### src/rtl/cmdq_pkg.sv
`timescale 1ns / 1ps
// ----------------------------------------------------------------------------
// cmdq_pkg
// Shared types and constants for the command queue retry engine.
// ----------------------------------------------------------------------------
package cmdq_pkg;

    // Field widths
    localparam int OP_W   = 3;
    localparam int CMD_W  = 5;
    localparam int BYTE_W = 8;
    localparam int RETRY_W = 3;
    localparam int QCNT_W = 5;

    // Request operation codes
    localparam logic [OP_W-1:0] OP_PUSH      = 3'd0;
    localparam logic [OP_W-1:0] OP_PLAY      = 3'd1;
    localparam logic [OP_W-1:0] OP_REPLY     = 3'd2;
    localparam logic [OP_W-1:0] OP_TICK      = 3'd3;
    localparam logic [OP_W-1:0] OP_BUSY_FELL = 3'd4;

    // Player command ids with special handling
    localparam logic [CMD_W-1:0] CMD_IDLE         = 5'd0;
    localparam logic [CMD_W-1:0] CMD_QUERY_STATUS = 5'd1;
    localparam logic [CMD_W-1:0] CMD_PLAY         = 5'd3;
    localparam logic [CMD_W-1:0] CMD_STOP         = 5'd4;

    // Reply bytes
    localparam logic [BYTE_W-1:0] REPLY_ERROR  = 8'h45;  // 'E'
    localparam logic [BYTE_W-1:0] REPLY_STATUS = 8'h53;  // 'S'

    // Configuration register indexes
    localparam logic CFG_TIMEOUT = 1'b0;
    localparam logic CFG_RETRY   = 1'b1;

    // Configuration reset values
    localparam logic [BYTE_W-1:0]  TIMEOUT_RESET = 8'd100;
    localparam logic [RETRY_W-1:0] RETRY_RESET   = 3'd3;

    // Ring write/pop request from the engine
    typedef struct packed {
        logic             push_en;
        logic [CMD_W-1:0] push_data;
        logic             pop_en;
    } ring_req_t;

    // One result item
    typedef struct packed {
        logic              issue_valid;
        logic [CMD_W-1:0]  issue_command;
        logic              done_valid;
        logic [CMD_W-1:0]  done_command;
        logic              reply_error;
        logic              timed_out;
        logic              playing;
        logic [QCNT_W-1:0] queue_count;
    } result_t;

endpackage

### src/rtl/command_queue_retry_engine_top.sv
`timescale 1ns / 1ps
// ----------------------------------------------------------------------------
// command_queue_retry_engine_top
// Queues player command ids and issues them one at a time with timeout and
// retry; one result per request.
// ----------------------------------------------------------------------------
//  Channel   Handshake             Payload
//  s_        s_valid / s_ready     s_op, s_command, s_reply_first_byte
//  m_        m_valid / m_ready     m_issue_*, m_done_*, m_reply_error,
//                                  m_timed_out, m_playing, m_queue_count
//  cfg_      cfg_valid / cfg_ready cfg_index, cfg_data (always ready)
//
//  One request per cycle unless a result stalls; each result is held in the output register until taken.
//  A play request while playing takes a STOP pass and a PLAY pass: the ring has a single
//  write port and that request pushes STOP and PLAY.
//  The ring needs no clearing after reset; aresetn is synchronous, active low.
//  A stalled result holds in the output register while the input register
//  still takes the next request.
// ----------------------------------------------------------------------------
module command_queue_retry_engine_top #(
    parameter int QUEUE_DEPTH = 32
) (
    input  logic                          aclk,
    input  logic                          aresetn,
    input  logic                          s_valid,
    output logic                          s_ready,
    input  logic [cmdq_pkg::OP_W-1:0]     s_op,
    input  logic [cmdq_pkg::CMD_W-1:0]    s_command,
    input  logic [cmdq_pkg::BYTE_W-1:0]   s_reply_first_byte,
    output logic                          m_valid,
    input  logic                          m_ready,
    output logic                          m_issue_valid,
    output logic [cmdq_pkg::CMD_W-1:0]    m_issue_command,
    output logic                          m_done_valid,
    output logic [cmdq_pkg::CMD_W-1:0]    m_done_command,
    output logic                          m_reply_error,
    output logic                          m_timed_out,
    output logic                          m_playing,
    output logic [cmdq_pkg::QCNT_W-1:0]   m_queue_count,
    input  logic                          cfg_valid,
    output logic                          cfg_ready,
    input  logic                          cfg_index,
    input  logic [cmdq_pkg::BYTE_W-1:0]   cfg_data
);
    import cmdq_pkg::*;

    localparam int PTR_W = (QUEUE_DEPTH > 2) ? $clog2(QUEUE_DEPTH) : 1;

    logic              in_valid_reg, in_valid_next;
    logic [OP_W-1:0]   op_reg;
    logic [CMD_W-1:0]  command_reg;
    logic [BYTE_W-1:0] reply_byte_reg;
    logic              out_valid_reg, out_valid_next;
    result_t           out_reg;

    logic              fire;
    logic              step_done;
    logic              s_accept;
    result_t           result;
    ring_req_t         ring_req;
    logic [PTR_W-1:0]  ring_count;
    logic [CMD_W-1:0]  head_data;

    // Handshake control
    assign fire      = in_valid_reg && (!out_valid_reg || m_ready);
    assign s_ready   = !in_valid_reg || step_done;
    assign s_accept  = s_valid && s_ready;
    assign cfg_ready = 1'b1;

    always_comb begin
        in_valid_next = in_valid_reg;
        if (s_accept) begin
            in_valid_next = 1'b1;
        end else if (step_done) begin
            in_valid_next = 1'b0;
        end
        out_valid_next = out_valid_reg;
        if (step_done) begin
            out_valid_next = 1'b1;
        end else if (m_ready) begin
            out_valid_next = 1'b0;
        end
    end

    always_ff @(posedge aclk) begin
        if (!aresetn) begin
            in_valid_reg  <= 1'b0;
            out_valid_reg <= 1'b0;
        end else begin
            in_valid_reg  <= in_valid_next;
            out_valid_reg <= out_valid_next;
        end
    end

    // Capture the request, load the result
    always_ff @(posedge aclk) begin
        if (s_accept) begin
            op_reg         <= s_op;
            command_reg    <= s_command;
            reply_byte_reg <= s_reply_first_byte;
        end
        if (step_done) begin
            out_reg <= result;
        end
    end

    cmdq_ring #(
        .QUEUE_DEPTH (QUEUE_DEPTH),
        .PTR_W       (PTR_W)
    ) u_ring (
        .aclk      (aclk),
        .aresetn   (aresetn),
        .req       (ring_req),
        .count     (ring_count),
        .head_data (head_data)
    );

    cmdq_engine #(
        .QUEUE_DEPTH (QUEUE_DEPTH),
        .PTR_W       (PTR_W)
    ) u_engine (
        .aclk       (aclk),
        .aresetn    (aresetn),
        .cfg_valid  (cfg_valid),
        .cfg_index  (cfg_index),
        .cfg_data   (cfg_data),
        .fire       (fire),
        .op         (op_reg),
        .command    (command_reg),
        .reply_byte (reply_byte_reg),
        .ring_count (ring_count),
        .head_data  (head_data),
        .ring_req   (ring_req),
        .step_done  (step_done),
        .result     (result)
    );

    assign m_valid         = out_valid_reg;
    assign m_issue_valid   = out_reg.issue_valid;
    assign m_issue_command = out_reg.issue_command;
    assign m_done_valid    = out_reg.done_valid;
    assign m_done_command  = out_reg.done_command;
    assign m_reply_error   = out_reg.reply_error;
    assign m_timed_out     = out_reg.timed_out;
    assign m_playing       = out_reg.playing;
    assign m_queue_count   = out_reg.queue_count;

endmodule

### src/rtl/cmdq_ring.sv
`timescale 1ns / 1ps
// ----------------------------------------------------------------------------
// cmdq_ring
// Command id ring: one write port at the tail, registered read of the head
// entry with a write bypass, and head/tail pointers with the fill count.
// ----------------------------------------------------------------------------
module cmdq_ring #(
    parameter int QUEUE_DEPTH = 32,
    parameter int PTR_W       = 5
) (
    input  logic                          aclk,
    input  logic                          aresetn,
    input  cmdq_pkg::ring_req_t           req,
    output logic [PTR_W-1:0]              count,
    output logic [cmdq_pkg::CMD_W-1:0]    head_data
);
    import cmdq_pkg::*;

    localparam logic [PTR_W-1:0] LAST_PTR = PTR_W'(QUEUE_DEPTH - 1);
    localparam logic [PTR_W:0]   DEPTH_W  = (PTR_W + 1)'(QUEUE_DEPTH);

    logic [CMD_W-1:0] ring_mem [QUEUE_DEPTH];
    logic [PTR_W-1:0] head_reg, head_next;
    logic [PTR_W-1:0] tail_reg, tail_next;
    logic [CMD_W-1:0] rd_data_reg;
    logic             byp_valid_reg, byp_valid_next;
    logic [CMD_W-1:0] byp_data_reg;
    logic [PTR_W:0]   count_wide;

    // Advance pointers with wrap at the ring depth
    always_comb begin
        head_next = head_reg;
        tail_next = tail_reg;
        if (req.pop_en) begin
            head_next = (head_reg == LAST_PTR) ? '0 : head_reg + PTR_W'(1);
        end
        if (req.push_en) begin
            tail_next = (tail_reg == LAST_PTR) ? '0 : tail_reg + PTR_W'(1);
        end
        byp_valid_next = req.push_en && (tail_reg == head_next);
    end

    // Fill count from the pointer distance
    always_comb begin
        if (tail_reg >= head_reg) begin
            count_wide = {1'b0, tail_reg} - {1'b0, head_reg};
        end else begin
            count_wide = {1'b0, tail_reg} + DEPTH_W - {1'b0, head_reg};
        end
    end

    assign count     = count_wide[PTR_W-1:0];
    assign head_data = byp_valid_reg ? byp_data_reg : rd_data_reg;

    always_ff @(posedge aclk) begin
        if (!aresetn) begin
            head_reg      <= '0;
            tail_reg      <= '0;
            byp_valid_reg <= 1'b0;
        end else begin
            head_reg      <= head_next;
            tail_reg      <= tail_next;
            byp_valid_reg <= byp_valid_next;
        end
    end

    // Write at the tail, prefetch the entry at the next head
    always_ff @(posedge aclk) begin
        if (req.push_en) begin
            ring_mem[tail_reg] <= req.push_data;
        end
        rd_data_reg  <= ring_mem[head_next];
        byp_data_reg <= req.push_data;
    end

    // Never write into a full ring
    a_no_push_full: assert property (@(posedge aclk) disable iff (!aresetn)
        req.push_en |-> (count != LAST_PTR))
        else $error("ring push while full");

    // Never pop an empty ring unless this cycle supplies the entry
    a_no_pop_empty: assert property (@(posedge aclk) disable iff (!aresetn)
        req.pop_en |-> (count != '0 || req.push_en))
        else $error("ring pop while empty");

    // Pointers only meet again when the ring drains
    a_ptr_meet: assert property (@(posedge aclk) disable iff (!aresetn)
        (req.push_en && !req.pop_en) |=> (tail_reg != head_reg))
        else $error("ring pointers collided on push");

endmodule

### src/rtl/cmdq_engine.sv
`timescale 1ns / 1ps
// ----------------------------------------------------------------------------
// cmdq_engine
// Per-request control: push filtering, reply and timeout handling, retries,
// playing flag, and issue of the next queued command when idle.
// ----------------------------------------------------------------------------
module cmdq_engine #(
    parameter int QUEUE_DEPTH = 32,
    parameter int PTR_W       = 5
) (
    input  logic                          aclk,
    input  logic                          aresetn,
    input  logic                          cfg_valid,
    input  logic                          cfg_index,
    input  logic [cmdq_pkg::BYTE_W-1:0]   cfg_data,
    input  logic                          fire,
    input  logic [cmdq_pkg::OP_W-1:0]     op,
    input  logic [cmdq_pkg::CMD_W-1:0]    command,
    input  logic [cmdq_pkg::BYTE_W-1:0]   reply_byte,
    input  logic [PTR_W-1:0]              ring_count,
    input  logic [cmdq_pkg::CMD_W-1:0]    head_data,
    output cmdq_pkg::ring_req_t           ring_req,
    output logic                          step_done,
    output cmdq_pkg::result_t             result
);
    import cmdq_pkg::*;

    localparam logic [PTR_W-1:0] FULL_CNT = PTR_W'(QUEUE_DEPTH - 1);

    logic [BYTE_W-1:0]  timeout_ticks_reg;
    logic [RETRY_W-1:0] retry_limit_reg;
    logic [CMD_W-1:0]   last_pushed_reg, last_pushed_next;
    logic [CMD_W-1:0]   cur_reg, cur_next;
    logic [BYTE_W-1:0]  timeout_left_reg, timeout_left_next;
    logic [RETRY_W-1:0] retries_left_reg, retries_left_next;
    logic               playing_reg, playing_next;
    logic               phase_reg, phase_next;

    logic               is_split;
    logic               push_req;
    logic               push_new;
    logic               push_en;
    logic [CMD_W-1:0]   push_id;
    logic [PTR_W-1:0]   count_ap;
    logic [PTR_W-1:0]   count_final;
    logic [31:0]        count_ext;
    logic [BYTE_W-1:0]  tl_dec;
    logic [RETRY_W-1:0] rl_dec;
    logic [CMD_W-1:0]   pop_id;

    // Push selection: a play request while playing splits into a STOP pass
    always_comb begin
        is_split = (op == OP_PLAY) && playing_reg && !phase_reg;
        push_req = (op == OP_PUSH) || (op == OP_PLAY);
        if (op == OP_PUSH) begin
            push_id = command;
        end else if (is_split) begin
            push_id = CMD_STOP;
        end else begin
            push_id = CMD_PLAY;
        end
        push_new = push_req && (push_id != last_pushed_reg);
        push_en  = push_new && (ring_count != FULL_CNT);
        count_ap = ring_count + PTR_W'(push_en);
        pop_id   = (ring_count == '0) ? push_id : head_data;
        tl_dec   = timeout_left_reg - BYTE_W'(1);
        rl_dec   = retries_left_reg - RETRY_W'(1);
    end

    // Step logic
    always_comb begin
        last_pushed_next  = last_pushed_reg;
        cur_next          = cur_reg;
        timeout_left_next = timeout_left_reg;
        retries_left_next = retries_left_reg;
        playing_next      = playing_reg;
        phase_next        = phase_reg;
        ring_req          = '0;
        step_done         = 1'b0;
        result            = '0;
        count_final       = ring_count;

        if (fire) begin
            if (push_new) begin
                last_pushed_next = push_id;
            end
            ring_req.push_en   = push_en;
            ring_req.push_data = push_id;
            count_final        = count_ap;

            if (is_split) begin
                phase_next = 1'b1;
            end else begin
                phase_next = 1'b0;
                step_done  = 1'b1;

                case (op)
                    OP_REPLY: begin
                        if (reply_byte == REPLY_ERROR) begin
                            result.reply_error = 1'b1;
                        end else if (cur_reg == CMD_QUERY_STATUS &&
                                     reply_byte == REPLY_STATUS) begin
                            playing_next = 1'b0;
                        end
                        if (cur_reg != CMD_IDLE) begin
                            result.done_valid   = 1'b1;
                            result.done_command = cur_reg;
                        end
                        cur_next = CMD_IDLE;
                    end
                    OP_TICK: begin
                        if (cur_reg != CMD_IDLE) begin
                            timeout_left_next = tl_dec;
                            if (tl_dec == '0) begin
                                result.timed_out  = 1'b1;
                                retries_left_next = rl_dec;
                                if (rl_dec != '0) begin
                                    // resend the outstanding command
                                    if (cur_reg == CMD_PLAY) begin
                                        playing_next = 1'b1;
                                    end
                                    timeout_left_next    = timeout_ticks_reg;
                                    result.issue_valid   = 1'b1;
                                    result.issue_command = cur_reg;
                                end else begin
                                    cur_next = CMD_IDLE;
                                end
                            end
                        end
                    end
                    OP_BUSY_FELL: begin
                        playing_next = 1'b0;
                    end
                    default: begin
                    end
                endcase

                // Pop the next id when idle; issue it unless it is the idle id
                if (cur_next == CMD_IDLE && count_ap != '0) begin
                    ring_req.pop_en = 1'b1;
                    count_final     = count_ap - PTR_W'(1);
                    if (count_ap == PTR_W'(1)) begin
                        last_pushed_next = CMD_IDLE;
                    end
                    cur_next = pop_id;
                    if (pop_id != CMD_IDLE) begin
                        retries_left_next = retry_limit_reg;
                        if (pop_id == CMD_PLAY) begin
                            playing_next = 1'b1;
                        end
                        timeout_left_next    = timeout_ticks_reg;
                        result.issue_valid   = 1'b1;
                        result.issue_command = pop_id;
                    end
                end
            end
        end

        count_ext          = 32'(count_final);
        result.playing     = playing_next;
        result.queue_count = count_ext[QCNT_W-1:0];
    end

    always_ff @(posedge aclk) begin
        if (!aresetn) begin
            last_pushed_reg  <= CMD_IDLE;
            cur_reg          <= CMD_IDLE;
            timeout_left_reg <= '0;
            retries_left_reg <= '0;
            playing_reg      <= 1'b0;
            phase_reg        <= 1'b0;
        end else begin
            last_pushed_reg  <= last_pushed_next;
            cur_reg          <= cur_next;
            timeout_left_reg <= timeout_left_next;
            retries_left_reg <= retries_left_next;
            playing_reg      <= playing_next;
            phase_reg        <= phase_next;
        end
    end

    // Configuration registers
    always_ff @(posedge aclk) begin
        if (!aresetn) begin
            timeout_ticks_reg <= TIMEOUT_RESET;
            retry_limit_reg   <= RETRY_RESET;
        end else if (cfg_valid) begin
            if (cfg_index == CFG_TIMEOUT) begin
                timeout_ticks_reg <= cfg_data;
            end else begin
                retry_limit_reg <= cfg_data[RETRY_W-1:0];
            end
        end
    end

    // The STOP pass only ever belongs to a held play request
    a_split_play: assert property (@(posedge aclk) disable iff (!aresetn)
        phase_reg |-> (op == OP_PLAY))
        else $error("split pass on a non-play request");

    // After the STOP pass the request always finishes on the next fire
    a_split_finish: assert property (@(posedge aclk) disable iff (!aresetn)
        (phase_reg && fire) |-> step_done)
        else $error("split request did not finish");

    // An issued command is never the idle id
    a_issue_nonidle: assert property (@(posedge aclk) disable iff (!aresetn)
        (step_done && result.issue_valid) |-> (result.issue_command != CMD_IDLE))
        else $error("idle id issued");

    // Timeouts only come from ticks
    a_timeout_tick: assert property (@(posedge aclk) disable iff (!aresetn)
        (step_done && result.timed_out) |-> (op == OP_TICK))
        else $error("timeout outside a tick");

endmodule

### config.mk
export PLATFORM = sky130hd
export DESIGN_NAME = command_queue_retry_engine_top
export DESIGN_NICKNAME = d
export VERILOG_FILES = /design/src/rtl/cmdq_pkg.sv /design/src/rtl/command_queue_retry_engine_top.sv /design/src/rtl/cmdq_ring.sv /design/src/rtl/cmdq_engine.sv
export SDC_FILE = /design/constraint.sdc
export NUM_CORES = 1
export LEC_CHECK = 0
export ABC_CLOCK_PERIOD_IN_PS = 4400
export BUFFER_PORTS_ARGS = -buffer_cell sky130_fd_sc_hd__buf_2
export CAP_MARGIN = 0
export CORE_MARGIN = 2
export CORE_UTILIZATION = 37
export DETAILED_ROUTE_END_ITERATION = 8
export HOLD_SLACK_MARGIN = 0.15
export PLACE_DENSITY = 0.55
export SLEW_MARGIN = 20
export SYNTH_ARGS = -nofsm -noshare
export SYNTH_HDL_FRONTEND = slang
export SYNTH_SLANG_ARGS = --single-unit
### constraint.sdc
create_clock -name aclk -period 4.4 [get_ports aclk]
set_clock_uncertainty 0.2 [all_clocks]
set_input_delay 0.44 -clock aclk [delete_from_list [all_inputs] [get_ports aclk]]
set_output_delay 0.44 -clock aclk [all_outputs]
set_load 0.05 [all_outputs]
Word level (Yosys, flattened, before mapping)
Memories as Yosys holds them, arrays and structs flattened. A register that Yosys moved wholly into a read port is not among the register bits.
Cells that the tools add are included.
{"block": "totals", "memories": 1, "ramBits": 160, "inputBits": 30, "rom_bits": 0, "wordCells": 155, "latchBits": 0, "reg_bits": 88, "out_inout_bits": 23}
{"name": "u_ring.ring_mem", "depth": 32, "word_bits": 5, "rd": 1, "rd_clocked_by_memory_dff": 1, "wr": 1, "line": "cmdq_ring.sv:22", "text": "logic [CMD_W-1:0] ring_mem [QUEUE_DEPTH];"}
{"block": "classes", "n_addsub": 9, "mux": 66, "reduce_logical": 32, "div_mod_pow": 0, "bitwise": 6, "shift": 0, "multipliers": 0, "order_cmp": 1, "n_eq_ne": 15}
{"cell": "$mux W5", "count": 20}
{"cell": "$mux W8", "count": 6}
{"cell": "$mux W6", "count": 7}
{"cell": "$mux W1", "count": 24}
{"cell": "$mux W3", "count": 6}
{"cell": "$eq A8 B7 Y1 const B", "count": 2}
{"cell": "$add A5 B1 Y5 const B", "count": 3}
{"cell": "$reduce_bool A5 Y1", "count": 3}
{"cell": "$eq A5 B1 Y1 const B", "count": 2}
{"cell": "$eq A5 B2 Y1 const B", "count": 2}
{"cell": "$eq A5 B5 Y1 const B", "count": 2}
{"cell": "$logic_not A5 Y1", "count": 2}
{"cell": "$pmux W5 S2", "count": 1}
{"cell": "$sub A5 B5 Y5", "count": 2}
{"cell": "$logic_and A1 B1 Y1", "count": 9}
{"cell": "$logic_not A8 Y1", "count": 1}
{"cell": "$reduce_or A4 Y1", "count": 2}
{"cell": "$sub A8 B1 Y8 const B", "count": 1}
{"cell": "$mux W7", "count": 1}
{"cell": "$eq A3 B2 Y1 const B", "count": 2}
{"cell": "$not A1 Y1", "count": 6}
{"cell": "$reduce_and A2 Y1", "count": 3}
{"cell": "$add A5 B1 Y5", "count": 1}
{"cell": "$eq A5 B5 Y1", "count": 1}
{"cell": "other kinds (15)", "count": 20}

Longest topological paths before layout
Gate-level depths: netlist of the first run.
{"block": "logic_depth", "ltp_word": 17, "mapped_depth": 23, "mapped_depth_nobuf": 20}

Cells and area by module
Synthesis of the first run repeated with hierarchy kept, for this count alone.
{"block": "unflattened", "hier_cells": 1118, "area_unflattened_um2": 12310.6}
{"mod": "cmdq_ring", "cells_each": 667, "seq_area_each_um2": 5225.0, "n_inst": 1, "area_per_inst_um2": 8192.9}
{"mod": "cmdq_engine", "cells_each": 404, "seq_area_each_um2": 680.7, "n_inst": 1, "area_per_inst_um2": 2920.3}
{"mod": "command_queue_retry_engine_top", "cells_each": 47, "seq_area_each_um2": 1121.1, "n_inst": 1, "area_per_inst_um2": 1197.4}

Worst setup path before layout of the first run
No wires, ideal clock.
{"block": "synth_path", "path_kind": "reg2reg", "from": "reg u_ring.head_reg[1]", "to": "reg u_ring.rd_data_reg[0] (read register of u_ring.ring_mem)", "t_required_ns": 4.072, "arrival_time_ns": 4.485, "stages_incl_launch_ff": 21, "setup_time_ns": 0.128, "synth_period_minus_slack_ns": 4.812, "path_buffers": 2, "path_slack_ns": -0.412, "path_cell_list": "dfxtp_1 -> inv_1 -> ha_1 -> and3b_1 -> or3_4 -> and2_1 -> clkbuf_1 -> a31oi_1 -> ha_1 -> ha_1 -> inv_1 -> ha_1 -> a21boi_0 -> a32oi_1 -> nand3_1 -> clkbuf_1 -> nor2_1 -> a41oi_1 -> o221ai_1 -> nor4b_1 -> a31oi_1"}
{"block": "synth_between", "elab_chain_cells": 11, "elab_cells_between_ends": 16, "classes_between": "add/sub: 4; order compare: 1; eq/ne: 2; mux: 6; reduce/logical: 3"}
{"element": "start, declared", "line": "cmdq_ring.sv:23", "text": "logic [PTR_W-1:0] head_reg, head_next;"}
{"element": "start signal, assigned", "line": "cmdq_ring.sv:61", "text": "head_reg <= head_next;"}
{"element": "$sub A5 B5 Y5, or another cell as far along", "line": "cmdq_ring.sv:48", "text": "count_wide = {1'b0, tail_reg} + DEPTH_W - {1'b0, head_reg};"}
{"element": "$mux W5", "line": "cmdq_ring.sv:45", "text": "if (tail_reg >= head_reg) begin"}
{"element": "$ne A5 B5 Y1", "line": "cmdq_engine.sv:63", "text": "push_en = push_new && (ring_count != FULL_CNT);"}
{"element": "$logic_and A1 B1 Y1", "line": "cmdq_engine.sv:63"}
{"element": "$add A5 B1 Y5", "line": "cmdq_engine.sv:64", "text": "count_ap = ring_count + PTR_W'(push_en);"}
{"element": "$reduce_bool A5 Y1", "line": "cmdq_engine.sv:139", "text": "if (cur_next == CMD_IDLE && count_ap != '0) begin"}
{"element": "$logic_and A1 B1 Y1", "line": "cmdq_engine.sv:139"}
{"element": "$mux W1", "line": "cmdq_engine.sv:139"}
{"element": "$mux W1", "line": "cmdq_engine.sv:91", "text": "if (is_split) begin"}
{"element": "$mux W7", "line": "cmdq_engine.sv:83", "text": "if (fire) begin"}
{"element": "$mux W5 (*)", "line": "cmdq_ring.sv:34", "text": "if (req.pop_en) begin"}
{"element": "end, declared", "line": "cmdq_ring.sv:25", "text": "logic [CMD_W-1:0] rd_data_reg;"}
Every way passes the cells marked *; elsewhere a longest branch is shown, timed or not.
A chain may end at the register's enable or synchronous reset.

Final worst setup path of the first run
{"block": "layout_path", "from": "reg op_reg[0]", "to": "reg u_ring.rd_data_reg[3] (read register of u_ring.ring_mem)"}
{"block": "layout_between", "elab_chain_cells": 15, "elab_cells_between_ends": 23, "classes_between": "add/sub: 1; eq/ne: 4; mux: 9; reduce/logical: 9"}
{"element": "start, declared", "line": "command_queue_retry_engine_top.sv:50", "text": "logic [OP_W-1:0] op_reg;"}
{"element": "start signal, assigned", "line": "command_queue_retry_engine_top.sv:98", "text": "op_reg <= s_op;"}
{"element": "$eq A3 B1 Y1", "line": "cmdq_engine.sv:53, cmdq_engine.sv:54"}
{"element": "$logic_and A1 B1 Y1 (2 in series)", "line": "cmdq_engine.sv:53", "text": "is_split = (op == OP_PLAY) && playing_reg && !phase_reg;"}
{"element": "$mux W3", "line": "cmdq_engine.sv:57", "text": "end else if (is_split) begin"}
{"element": "$mux W5", "line": "cmdq_engine.sv:55", "text": "if (op == OP_PUSH) begin"}
{"element": "$ne A5 B5 Y1", "line": "cmdq_engine.sv:62", "text": "push_new = push_req && (push_id != last_pushed_reg);"}
{"element": "$logic_and A1 B1 Y1", "line": "cmdq_engine.sv:62"}
{"element": "$logic_and A1 B1 Y1", "line": "cmdq_engine.sv:63"}
{"element": "$add A5 B1 Y5", "line": "cmdq_engine.sv:64"}
{"element": "$reduce_bool A5 Y1", "line": "cmdq_engine.sv:139"}
{"element": "$logic_and A1 B1 Y1", "line": "cmdq_engine.sv:139"}
{"element": "$mux W1", "line": "cmdq_engine.sv:139"}
{"element": "$mux W1 (*)", "line": "cmdq_engine.sv:91"}
{"element": "$mux W7 (*)", "line": "cmdq_engine.sv:83"}
{"element": "$mux W5 (*)", "line": "cmdq_ring.sv:34"}
Every way passes the cells marked *; elsewhere a longest branch is shown, timed or not. The select of a mux whose other input is x is not followed.

==> key figures, run 1 <==
Status
  • Status: finished, violations left
  • Violated checks: setup timing

Hold path
  • WHS Endpoint: u_engine.timeout_ticks_reg[2]$_SDFFE_PN1P_
  • Worst hold start: u_engine.timeout_ticks_reg[2]$_SDFFE_PN1P_
  • Worst hold path class: flip-flop to flip-flop
  • Min-Delay Path Depth: 2

Yosys
  • Top_reg_cell synth: edfxtp_1
  • Ys Warns: 0
  • Yosys top cell by area: edfxtp_1
  • Distinct cells, synth: 71
  • Area contributors post-synth: edfxtp_1 (52%), dfxtp_1 (10%), nand2_1 (5.1%)
  • Net Count, Synth: 1,014
  • Top cell type's share of synthesized area: 51.9%
  • Sequential cell area fraction in the yosys report: 62.0%
  • Cell count after synthesis: 964
  • Post-synth EDFFs: 196
  • Post-synth ARST share: 0%
  • Mapped Avg Cell Area: 11.8 um2
  • Post-synthesis register bit count: 253
  • Mapped Area: 11,300 um2

Setup path
  • CP endpoint kind: flip-flop
  • Critical Path AT: 4.75 ns
  • Worst Path Required: 4.67 ns
  • WS Path Type: flip-flop to flip-flop
  • Reg2reg start: op_reg[0]$_DFFE_PP_
  • Setup crit start kind: flip-flop
  • Crit Path Max Fanout: 6
  • Flop-to-flop setup slack: -0.08 ns
  • Reg2reg path depth: 23
  • Reg2reg end: u_ring.rd_data_reg[3]$_DFF_P_

STA
  • Fin. Hold Viols: 0
  • Fin crit share: 102%
  • Max-slew headroom: 43.6%
  • Final worst slack: -0.0834 ns
  • Final Setup Violations: 5
  • Tightest Pin Transition: 0.846 ns
  • Max Freq: 223 MHz
  • Setup TNS Final: -0.218 ns
  • Fin. max-slew vios: 0
  • Min Tclk post-route: 4.48 ns
  • Unrepaired setup endpoints after global routing: yes

Detailed routing
  • DRT Pass-1 Iters: 5
  • DR vias: 8,337
  • DR WL/cell: 19.1 um
  • Routed WL: 30,300 um
  • Initial drt markers: 830
  • Number of vias per cell: 5.25
  • DRC violations left: 0
  • Antenna Nets Post-Route: 0

Pwr
  • Max IR drop VDD: 0.000392 V
  • Switching power: 2520 uW
  • Pwr dens: 519 nW/um2
  • Reg power frac: 36.0%
  • Switching fraction of total power: 32.6%
  • Pint: 5220 uW
  • Clk pwr share: 28.8%
  • Lkg Pwr: 0.00539 uW
  • Comb power frac: 35.2%

Place
  • Post-detail-place hpwl: 19,900 um
  • GPL Wtd Cong: 0.832
  • Cell Area, Placed: 13,000 um2
  • Port buffer count: 51
  • DP Worst Slack: -0.376 ns
  • Dpl cells: 1,480

Finish
  • Max reg flops: 160
  • Synthesis-to-layout area growth: 31.8%
  • Fillers: 2,690
  • Final std cells w/o fill: 1,589
  • Post-route cell area: 14,900 um2
  • Largest register by flop count: u_ring.ring_mem
  • # nets final: 1,222
  • Antenna Cells: 0
  • Proportion of layout cells with a drive suffix above 1: 28.2%

CTS
  • TritonCTS clock tree: done
  • CTS buffer count: 28
  • Worst-Skew Late Latency: 0.54 ns
  • Clock-pin slew on the worst setup and hold paths: 0.06 ns
  • Clk sinks: 253
  • H-tree Lvls: 1
  • Max Root-Sink Buffers: 3
  • Root buffer cell: clkbuf_16

Die
  • Core Rows: 64
  • Io pins: 53
  • Die area: 32,000 um2
  • Initial core utilization: 37.3%
  • Core Area: 30,300 um2
  • Die Ht: 179 um
  • Chip Width: 179 um

Global route
  • Overflow after GRT: 0
  • First-pass GRT wire length: 46,100 um
  • Total Routing Usage GR: 18.9%
  • Largest net degree at the start of global routing: 49
  • Vias in the first global route: 8,063
  • Antenna violations before repair: 0

Flow run
  • Max-cap violations: 0
## cell type report
class	instances	area, um2	share of cell area, %
inverter	17	63.8	0.427
sequential	253	7030	47.1
tap	396	495	3.32
timing repair buffer	223	1870	12.5
clock inverter	15	143	0.955
clock buffer	36	731	4.89
multi-input combinational	649	4600	30.8
## cells by family (layout without fill, tap and decap cells)
kind of cell,count (synthesis),after routing,synth area share (%)
AO/OA/AOI/OAI,170,170,10.7
XOR/XNOR,22,22,1.70
adder cells (fa/ha/maj),20,20,2.27
buffers and inverters,63,291,2.32
flip-flops,253,253,62.0
multiplexers,50,51,4.54
other,1,1,0.0331
AND/OR/NAND/NOR,385,385,16.4
## power groups by stage
stage                     combinational [uW]  clock, uW  sequential, uW
after floorplan                         1430          0            2900
after global placement                  2310          0            2840
after detailed placement                2330          0            2840
after CTS                               2500       2280            2790
after global routing                    2940       2370            2800
final                                   2720       2230            2790
## cell usage in the layout, fill, tap and decap left out, drive strengths merged, types with 7 or more instances in the layout
cell and n:
nor3 17, and3 7, ha 19, dlygate4sd3 36, a211oi 16, nor4b 7, clkinv 12, nor2b 12
a21oi 25, nand3 48, nand2 153, xnor2 12, o21ai 27, clkbuf 38, inv 18, dfxtp 57
mux2 9, a311oi 8, a31oi 11, mux2i 42, a22oi 11, and2 28, edfxtp 196, a21boi 24
buf 185, xor2 10, nand2b 8, nor2 68, nor4 7
## synth_stat cells (4+ instances only)
| library cell | count |
|---|---|
| a211oi_1 | 16 |
| a21boi_0 | 24 |
| a21oi_1 | 25 |
| a22oi_1 | 10 |
| a311o_1 | 4 |
| a311oi_1 | 8 |
| a31oi_1 | 10 |
| a32oi_1 | 6 |
| and2_1 | 28 |
| and3_1 | 7 |
| buf_2 | 12 |
| clkbuf_1 | 29 |
| dfxtp_1 | 57 |
| edfxtp_1 | 196 |
| ha_1 | 19 |
| inv_1 | 17 |
| mux2_2 | 7 |
| mux2i_1 | 42 |
| nand2_1 | 153 |
| nand2b_1 | 8 |
| nand3_1 | 48 |
| nand3b_1 | 6 |
| nand4_1 | 6 |
| nor2_1 | 68 |
| nor2b_1 | 12 |
| nor3_1 | 15 |
| nor4_1 | 7 |
| nor4b_1 | 6 |
| o21ai_0 | 27 |
| o221ai_1 | 5 |
| o22ai_1 | 6 |
| or3_1 | 4 |
| or3b_2 | 5 |
| xnor2_1 | 12 |
| xor2_1 | 10 |
## layer usage
metal / vias to the layer above / routed length (um) / share of wire [%] / track usage (%)
met5: - / 0 / 0 / 0
met4: 0 / 910 / 3.0 / 5.69
met3: 59 / 1510 / 5.0 / 2.59
met2: 233 / 14500 / 48 / 31.3
met1: 4055 / 13400 / 44 / 25.7
li1: 3990 / - / - / -
## critical path: stages, from the launching register on
cell and delay [ns]:
edfxtp_1 0.43, and3b_2 0.24, o21ai_2 0.19, xor2_1 0.17, nand3_1 0.11, o31ai_2 0.24, buf_4 0.18, a31oi_4 0.05
ha_4 0.19, ha_4 0.27, inv_2 0.04, ha_4 0.16, buf_4 0.14, a32o_2 0.28, o31ai_4 0.19, buf_4 0.15
and2_4 0.19, buf_12 0.14, buf_4 0.12, buf_4 0.10, o32ai_1 0.09, a211oi_2 0.26, a211oi_2 0.09, a22oi_1 0.17
## through the flow
| stage | power [uW] | hold slack (ns) | utilization, % |
|---|---|---|---|
| 2_1_floorplan | 4320 | 0.238 | - |
| 3_3_place_gp | 5150 | 0.255 | 42.9 |
| 3_5_place_dp | 5160 | 0.266 | 42.9 |
| 4_1_cts | 7570 | 0.273 | 48.1 |
| 5_1_grt | 8100 | 0.300 | 49.2 |
| 6_report | 7740 | 0.271 | 49.2 |
## how the worst max path moves through the flow
stage | from | endpoint | slack (ns) | cells past startpoint
3_3_place_gp | op_reg[0]$_DFFE_PP_ | u_ring.rd_data_reg[0]$_DFF_P_ | -0.29 | 20
3_5_place_dp | op_reg[0]$_DFFE_PP_ | u_ring.rd_data_reg[4]$_DFF_P_ | -0.38 | 21
4_1_cts | op_reg[0]$_DFFE_PP_ | u_ring.rd_data_reg[1]$_DFF_P_ | -0.006 | 22
2_1_floorplan | u_ring.tail_reg[0]$_SDFFE_PN0P_ | u_ring.rd_data_reg[0]$_DFF_P_ | 0.02 | 21
5_1_grt | op_reg[0]$_DFFE_PP_ | u_ring.byp_valid_reg$_SDFF_PN0_ | -0.26 | 23
6_report | op_reg[0]$_DFFE_PP_ | u_ring.rd_data_reg[3]$_DFF_P_ | -0.08 | 23
## timing repair
action                                  in CTS  in global routing
pin swaps                                   24                 15
cloned                                       1                  3
buffers inserted                             9                  9
endpoints found under the setup margin       7                 17
hold buffers                                36                  0
hold endpoints to repair                    29                  0
resized for setup                           50                 47
No activity file was read; power rests on OpenSTA's default activity.
==> inputs of run 2 (changes only) <==
- ABC_CLOCK_PERIOD_IN_PS: 4400 -> 5180
- CORE_UTILIZATION: 37 -> 50
- PLACE_DENSITY: 0.55 -> 0.68
- clock period: 4.4 -> 5.18 ns (I/O delays scaled with it)
==> key figures, run 2 (synthesis results as in run 1) <==
Finish
  • Commonest non-fill, non-tap cell in the layout: edfxtp_1
  • Post-route cell area: 13,300 um2
  • Register Area: 7030 um2
  • Proportion of layout cells with a drive suffix above 1: 16.1%
  • Largest register by flop count: u_ring.ring_mem
  • Synthesis-to-layout area growth: 17.4%
  • Highest-count cells in the layout ignoring fill and taps: edfxtp_1 (196), nand2_1 (151), nor2_1 (63), dfxtp_1 (57), buf_2 (51)
  • Area occupied by multi-input gates: 4150 um2
  • Antenna Cells: 0
  • Fillers: 1,815
  • Max reg flops: 160
  • # nets final: 1,115

Detailed routing
  • Initial drt markers: 657
  • DR vias: 7,983
  • Max Used Layer: met4
  • Routed WL: 27,900 um
  • DRT Pass-1 Iters: 5
  • DR WL met2: 13,400 um
  • Antenna Nets Post-Route: 0
  • Wl on met1: 11,500 um
  • DRC violations left: 0
  • DR WL/cell: 20.3 um
  • Number of vias per cell: 5.83
  • Met3 wire length: 1900 um

Setup path
  • Worst Path Required: 5.39 ns
  • Setup crit start kind: flip-flop
  • Most used cell, CP: ha_1
  • CP endpoint kind: flip-flop
  • WS Path Type: flip-flop to flip-flop
  • Crit Path Max Fanout: 24
  • Crit path largest cell delay: 0.43 ns
  • Slowest cell on crit path: fa_1
  • Critical Path AT: 5.18 ns
  • CP Cell Sequence: inv_1, ha_1, inv_1, fa_1, nand3_1, a21o_1, and2_4, a31oi_1, ha_1, ha_1, inv_1, ha_1, a21boi_2, a32o_2, o31ai_2, buf_4, nand2_2, buf_12, mux2i_1, o221ai_1, nor4b_1, a31oi_1

Global route
  • Antenna violations before repair: 0
  • Total Routing Usage GR: 23.0%
  • Vias in the first global route: 7,773
  • Overflow after GRT: 0
  • First-pass GRT wire length: 42,600 um
  • Largest net degree at the start of global routing: 49

STA
  • Max-slew headroom: 35.5%
  • Fin. Hold Viols: 0
  • Fin crit share: 96.0%
  • Final Setup Violations: 0
  • Fin. max-slew vios: 0
  • Max Freq: 201 MHz
  • Tightest Pin Transition: 0.965 ns
  • Min Tclk post-route: 4.97 ns

CTS
  • Root buffer cell: clkbuf_16
  • Clock-pin slew on the worst setup and hold paths: 0.06 ns
  • Worst-Skew Late Latency: 0.54 ns
  • H-tree Lvls: 1
  • Max Root-Sink Buffers: 3
  • TritonCTS clock tree: done
  • Clk sinks: 253
  • CTS buffer count: 26

Place
  • Port buffer count: 51
  • GPL Wtd Cong: 0.941
  • Cell Area, Placed: 12,100 um2
  • Post-detail-place hpwl: 18,300 um

Die
  • Io pins: 53
  • Die area: 23,900 um2
  • Chip Width: 155 um
  • Die Ht: 155 um
  • Core Rows: 55
  • Initial core utilization: 50.5%
  • Core Area: 22,400 um2

Pwr
  • Switching fraction of total power: 32.3%
  • Reg power frac: 40.6%
  • Clk pwr share: 29.5%
  • Pwr Total: 5840 uW
  • Comb power frac: 29.9%
  • Switching power: 1890 uW
  • Pwr dens: 439 nW/um2
  • Pint: 3960 uW
  • Max IR drop VDD: 0.000296 V
  • Lkg Pwr: 0.00470 uW

Hold path
  • Worst hold path class: flip-flop to flip-flop

Status
  • Status: finished, final reports clean

Flow run
  • Max-cap violations: 0
==> run 2: changes by cell type in the layout (fill, tap and decap cells not counted), moves of 5 or more <==
cell           change
buf_4             -81
a211oi_1          +12
a211oi_2          -11
a21boi_0           +8
buf_6              -8
a21boi_1           -7
dlygate4sd3_1      -7
a311oi_1           +6
a311oi_2           -6
buf_12             -5
==> run 2: repair_timing <==
action / in CTS / in global routing
cloned: 0 / 1
setup buffers: 2 / 0
endpoints found under the hold margin: 29 / 0
resized for setup: 3 / 19
pin swaps: 1 / 3
endpoints found under the setup margin: 5 / 7
hold buffers: 29 / 0
==> run 2: worst paths after layout <==
check	startpoint	to	slack [ns]	cells past startpoint
max	u_ring.tail_reg[0]$_SDFFE_PN0P_	u_ring.rd_data_reg[4]$_DFF_P_	0.21	22
min	u_engine.timeout_ticks_reg[6]$_SDFFE_PN1P_	u_engine.timeout_ticks_reg[6]$_SDFFE_PN1P_	0.27	2
max reg2reg	u_ring.tail_reg[0]$_SDFFE_PN0P_	u_ring.rd_data_reg[4]$_DFF_P_	0.21	22
min reg2reg	u_engine.timeout_ticks_reg[6]$_SDFFE_PN1P_	u_engine.timeout_ticks_reg[6]$_SDFFE_PN1P_	0.27	2
==> run 2: cell type report <==
cell class                      instances  share of cell area [%]
Clock buffer                           35                    5.38
Clock inverter                         12                   0.545
Inverter                               17                   0.480
Multi-Input combinational cell        648                    31.2
Sequential cell                       253                    52.8
Tap cell                              285                    2.68
Timing Repair Buffer                  119                    6.90
==> run 2: critical path: cells and delay by family, from the launching register on <==
family	cells	cell delay [ns]
adder cells (fa/ha/maj)	5	1.38
AND/OR/NAND/NOR	4	0.77
flip-flops	1	0.34
buffers and inverters	5	0.59
multiplexers	1	0.24
AO/OA/AOI/OAI	7	1.30
==> run 2: power groups by stage <==
stage / Clock (uW) / Combinational, uW / Sequential (uW)
2_1_floorplan: 0 / 1170 / 2460
5_1_grt: 1830 / 1910 / 2380
6_report: 1730 / 1750 / 2370
4_1_cts: 1750 / 1700 / 2370
3_3_place_gp: 0 / 1640 / 2410
3_5_place_dp: 0 / 1670 / 2410
==> run 2: stage by stage <==
step | TNS, ns | hold WS [ns] | utilization (%) | setup WS (ns) | std cells
detailed placement | -0.383 | 0.262 | 54.0 | -0.102 | 1290
global placement | 0 | 0.254 | 54.0 | 0.0709 | 1290
finish | 0 | 0.270 | 59.3 | 0.209 | 1369
global route | -0.168 | 0.295 | 59.3 | -0.0602 | 1369
floorplan | 0 | 0.238 | - | 0.368 | 964
CTS | 0 | 0.273 | 58.9 | 0.00115 | 1368
==> run 2: layer usage <==
layer  track usage [%]  vias up
met5                 0        -
met4              9.26        0
met3              4.12       72
met2              38.4      292
met1              29.8     3849
li1                  -     3770
